### src/rtl/svg_div.sv
`default_nettype none
module svg_div #(
  parameter int QB = 16,
  parameter int NW = 10,
  parameter int DW = 11
) (
  input  wire logic          clk,
  input  wire logic          en,
  input  wire logic [NW-1:0] num,
  input  wire logic [DW-1:0] den,
  output logic      [QB-1:0] quo
);
  // Restoring division of num * 2^QB by den, one quotient bit per stage
  localparam int RW = DW + 1;

  logic [RW-1:0] rem_r [QB];
  logic [QB-1:0] q_r   [QB];

  for (genvar k = 0; k < QB; k++) begin : g_stage
    logic [RW-1:0] rem_in, t, rem_nxt;
    logic [QB-1:0] q_in, q_nxt;
    logic          ge;

    if (k == 0) begin : g_first
      assign rem_in = RW'(num);
      assign q_in   = '0;
    end else begin : g_next
      assign rem_in = rem_r[k-1];
      assign q_in   = q_r[k-1];
    end

    always_comb begin
      t       = {rem_in[RW-2:0], 1'b0};
      ge      = t >= {1'b0, den};
      rem_nxt = ge ? t - {1'b0, den} : t;
      q_nxt   = {q_in[QB-2:0], ge};
    end

    always_ff @(posedge clk) begin
      if (en) begin
        rem_r[k] <= rem_nxt;
        q_r[k]   <= q_nxt;
      end
    end
  end

  assign quo = q_r[QB-1];
endmodule
`default_nettype wire

### config.mk
export PLATFORM = sky130hd
export DESIGN_NAME = svg_div
export DESIGN_NICKNAME = d
export VERILOG_FILES = /design/src/rtl/svg_div.sv
export SDC_FILE = /design/constraint.sdc
export NUM_CORES = 1
export LEC_CHECK = 0
export BUFFER_PORTS_ARGS = -buffer_cell sky130_fd_sc_hd__buf_4
export CORE_MARGIN = 5
export CORE_UTILIZATION = 60
export DETAILED_ROUTE_END_ITERATION = 12
export GPL_TIMING_DRIVEN = 0
export PLACE_DENSITY = 0.87
export SLEW_MARGIN = 20
export SYNTH_ARGS = -nofsm -noshare
export SYNTH_HDL_FRONTEND = slang
export SYNTH_SLANG_ARGS = --single-unit
### constraint.sdc
create_clock -name clk -period 6.1 [get_ports clk]
set_clock_uncertainty 0.2 [all_clocks]
set_input_delay 1.22 -clock clk [delete_from_list [all_inputs] [get_ports clk]]
set_output_delay 1.22 -clock clk [all_outputs]
set_load 0.02 [all_outputs]
### Yosys cells after proc, flatten, opt, wreduce, memory -nomap -nowiden

Memory sizes are Yosys's and may differ from the RTL's.
Cells that the tools add are included.
Widths: inputs -> output; s select.

| word-level totals | value |
|---|---|
| bits in writable memories | 448 |
| register bits after elaboration | 0 |
| memories kept | 2 |
| ROM bits | 0 |
| output and inout port bits | 16 |
| bits of input ports | 23 |
| bits in latches | 0 |
| word-level logic and storage cells | 52 |

| operators by class | value |
|---|---|
| shift operators | 0 |
| equality and inequality tests | 0 |
| reduce and logical (&&, ||, !) cells | 0 |
| multipliers | 0 |
| add/sub/neg operators | 16 |
| muxes and demuxes | 18 |
| $lt $le $gt $ge | 16 |
| div/mod/pow operators | 0 |
| bitwise operators | 0 |

Memory list:

| memory | words | bits a word | rd ports | clocked after Yosys merged registers in | write ports | line | source |
|---|---|---|---|---|---|---|---|
| q_r | 16 | 16 | 16 | 0 | 16 | 17 | `logic [QB-1:0] q_r [QB];` |
| rem_r | 16 | 12 | 15 | 0 | 16 | 16 | `logic [RW-1:0] rem_r [QB];` |

Operator list:

| operator | count |
|---|---|
| $mux 12 | 16 |
| $ge 12x11->1 | 15 |
| $sub 12x11->12 | 15 |
| $sub 11x11->12 | 1 |
| $ge 11x11->1 | 1 |
| $mux 1 | 2 |

### Longest topological paths before layout

An unclocked memory read counts as a cell.

| logic depth | value |
|---|---|
| word-level depth | 3 |
| mapped depth | 10 |
| gate-level depth less buffers | 9 |

### Worst setup path after synthesis

No wires, ideal clock.

| timing | value |
|---|---|
| kind | in2reg |
| start | input den[0] |
| end | memory rem_r[1][15] in the netlist's numbering (data pin) |
| data arrival time | 4189 ps |
| stages | 10 |
| setup slack | 1451 ps |
| buffers on the path | 2 |
| library setup time | 260 ps |
| data required time | 5640 ps |
| path through | clkbuf_1 inv_1 fa_1 o211ai_1 a211oi_1 a2111oi_1 o21ai_1 a211o_1 buf_6 mux2_4 |

RTL lines:

| what | line | source |
|---|---|---|
| start: declaration | 10 | `input wire logic [DW-1:0] den,` |
| end: declaration | 16 |  |

==> impl_metrics.py <==
metrics = {
    "status": {
        "status": "finished clean",
    },
    "logic_synthesis": {
        "synthXorXnorAreaFrac_pct": 4.44,
        "yosys.area_share.simple_pct": 9.77,
        "avgSynthCellArea_um2": 11.8,
        "synth_top_family_by_area": "compound AO/OA/AOI/OAI gates",
        "synth_top_area_share_pct": 47.7,
        "synthMuxAreaShare_pct": 8.67,
        "synth_area_leader_cell": "edfxtp_1",
        "synth_edf_count": 301,
        "async_flop_share_pct": 0,
        "ys_ff_latch": 301,
        "synth-compound-area-share_pct": 14.5,
        "ys_seq_area_share_pct": 47.7,
        "ys_warn_count": 0,
        "synth_area_um2": 18900,
        "ys_types": 62,
        "synth_ff_type": "edfxtp_1",
        "synth_fa_ha_area_share_pct": 13.1,
        "synth.area.top_cells": "edfxtp_1, ha_1, mux2_2",
        "synthCells": 1605,
        "synth_fp_nets": 1818,
    },
    "sta": {
        "max_slew_margin_pct": 23.5,
        "hold_ws_ns": 0.209,
        "rsz0062_at_grt": "false",
        "tightest_slew_ns": 1.15,
        "timing.fmax_mhz": 205,
        "setup_violations": 0,
        "drv_slew": 0,
        "fin_crit_ns": 4.89,
        "period_share_pct": 80.1,
        "setup_tns_ns": 0,
        "fin_ws_ns": 1.21,
        "hold_viol": 0,
    },
    "cells_and_area": {
        "syn2layout_area_growth_pct": 10.6,
        "drive_gt1_share_pct": 15.5,
        "instances_no_fill": 2114,
        "stdcell_area_um2": 21000,
        "final_cell_mix": "edfxtp_1, ha_1, a21oi_1",
        "fin_nets": 1898,
        "diodes": 0,
        "mostFrequentLayoutCell": "edfxtp_1",
    },
    "drt": {
        "drtIter0Drc": 1026,
        "dr.pass1.iters": 7,
        "wl_met2_um": 20000,
        "ant_nets": 0,
        "vias": 13400,
        "met1_length_um": 17100,
        "drc": 0,
        "topRoutingLayerUsed": "met4",
        "drt_wl_total_um": 40500,
        "wl_met3_um": 2350,
        "vias_per_cell": 6.32,
        "wl_per_cell_um": 19.2,
    },
    "setup_path": {
        "start_kind": "input pin",
        "required_ns": 6.16,
        "critPathKind": "in2reg",
        "cp_max_fo": 21,
        "crit_arrival_ns": 4.95,
        "worstSetupEndpointType": "flip-flop",
    },
    "cts": {
        "clkLatencyLatePin_ns": 0.52,
        "cts_buffers": 35,
        "ctsHoldBuffers": 0,
        "tritoncts": "yes",
        "postCtsSetupBuffers": 0,
        "postCtsResizedCells": 0,
        "clk_pin_slew_ns": 0.06,
        "clock-sinks": 301,
        "clock_path_buffers": 3,
        "cts-htree-levels": 2,
        "clockRootBuffer": "clkbuf_16",
    },
    "min_path": {
        "hp-class": "reg2reg",
    },
    "place": {
        "place_ws_ns": 0.814,
        "dp_hpwl_um": 26800,
        "gp_congestion": 0.885,
        "place_area_um2": 19900,
        "portBuffers": 38,
        "dp_cells": 2050,
    },
    "die": {
        "core_area_um2": 31400,
        "num_rows": 65,
        "die_height_um": 188,
        "io_pins": 39,
        "initial_core_util_pct": 60.4,
        "dieArea_um2": 35200,
        "die_w_um": 188,
    },
    "pwr": {
        "max-vdd-ir-drop_uv": 311,
        "power.leakage_nw": 8.17,
        "powerDensity_nw_per_um2": 530,
    },
    "grt": {
        "grt_max_degree": 111,
        "grt_pass1_wl_um": 65600,
        "overflow": 0,
        "grt_usage_pct": 22.5,
        "grt_pass1_vias": 13300,
        "grt_antenna_before_repair": 0,
    },
    "run": {
        "drv_cap": 0,
    },
}
routing by layer:
layer	up-vias	GRT usage (%)
li1	6378	-
met1	6447	28.6
met2	434	39.4
met3	94	4.06
met4	0	6.89
met5	-	0
metrics by stage:
| step | utilization (%) | power (mW) |
|---|---|---|
| after floorplan | - | 7.80 |
| after global placement | 62.9 | 8.69 |
| after detailed placement | 63.3 | 8.96 |
| after CTS | 66.8 | 11.1 |
| after global routing | 66.8 | 11.8 |
| final | 66.8 | 11.1 |
logic make-up after synthesis:
group / Yosys count
AOI/OAI and AO/OA: 424
xor gates and xnor gates: 96
buffers and inverters: 78
muxes: 142
adders and majority gates: 190
DFF: 301
and+or+nand+nor: 374
layout make-up:
class | instances | area (um2)
Buffer | 35 | 183
Clock buffer | 42 | 902
Clock inverter | 22 | 195
Fill cell | 2194 | 10400
Inverter | 43 | 161
Multi-Input combinational cell | 1226 | 9570
Sequential cell | 301 | 9040
Tap cell | 402 | 503
Timing Repair Buffer | 43 | 415
worst max-delay path, cell delays in order:
cell and delay, ns:
buf_4 0.13, clkbuf_1 0.61, inv_2 0.36, buf_12 0.28
fa_1 0.49, o211ai_1 0.28, a211oi_1 0.11, a2111oi_1 0.42
o21ai_1 0.14, a211o_1 0.40, buf_6 0.19, mux2_4 0.30
state kept, by name, summed over array words and instances (netlist names):
| signal | count |
|---|---|
| rem_r | 165 |
| q_r | 136 |
path summary, 6_finish.rpt:
path                            slack (ns)          from  depth (start not counted)           end
worst max-delay path                  1.21        den[0]                         12  rem_r[1][15]
worst min register to register        0.21    q_r[1][18]                          0    q_r[1][35]
worst min-delay path                  0.21    q_r[1][18]                          0    q_r[1][35]
worst max register to register        2.83  rem_r[0][72]                          9  rem_r[0][92]
cell usage after synthesis, types with 6 or more instances:
| master | n |
|---|---|
| nand2b_1 | 25 |
| mux2_2 | 111 |
| nor3_1 | 50 |
| fa_1 | 15 |
| a211o_1 | 6 |
| nand2_1 | 75 |
| nor2_1 | 97 |
| xnor2_1 | 61 |
| o21ai_0 | 77 |
| a21o_1 | 37 |
| nor4_1 | 11 |
| o221ai_1 | 7 |
| nor2b_1 | 30 |
| and3_1 | 10 |
| and2_1 | 24 |
| o21a_1 | 17 |
| o22ai_1 | 10 |
| nand4_1 | 7 |
| buf_2 | 16 |
| mux2_4 | 16 |
| edfxtp_1 | 301 |
| or2_2 | 12 |
| o311ai_0 | 12 |
| a41oi_1 | 9 |
| o21bai_1 | 21 |
| o211ai_1 | 22 |
| o41a_1 | 9 |
| or4_1 | 10 |
| o31a_1 | 12 |
| clkbuf_1 | 10 |
| a31oi_1 | 15 |
| nand3_1 | 15 |
| xor2_1 | 35 |
| ha_1 | 175 |
| inv_1 | 43 |
| a21oi_1 | 139 |
| mux2i_1 | 13 |
| a211oi_1 | 8 |
power by group:
group | switching [mW] | internal, mW | total [mW]
combinational | 2.85 | 2.65 | 5.50
clock | 0.813 | 1.19 | 2.00
sequential | 0.335 | 3.27 | 3.60
total | 4.00 | 7.11 | 11.1
Note: power is estimated with default switching activity, not from simulation.
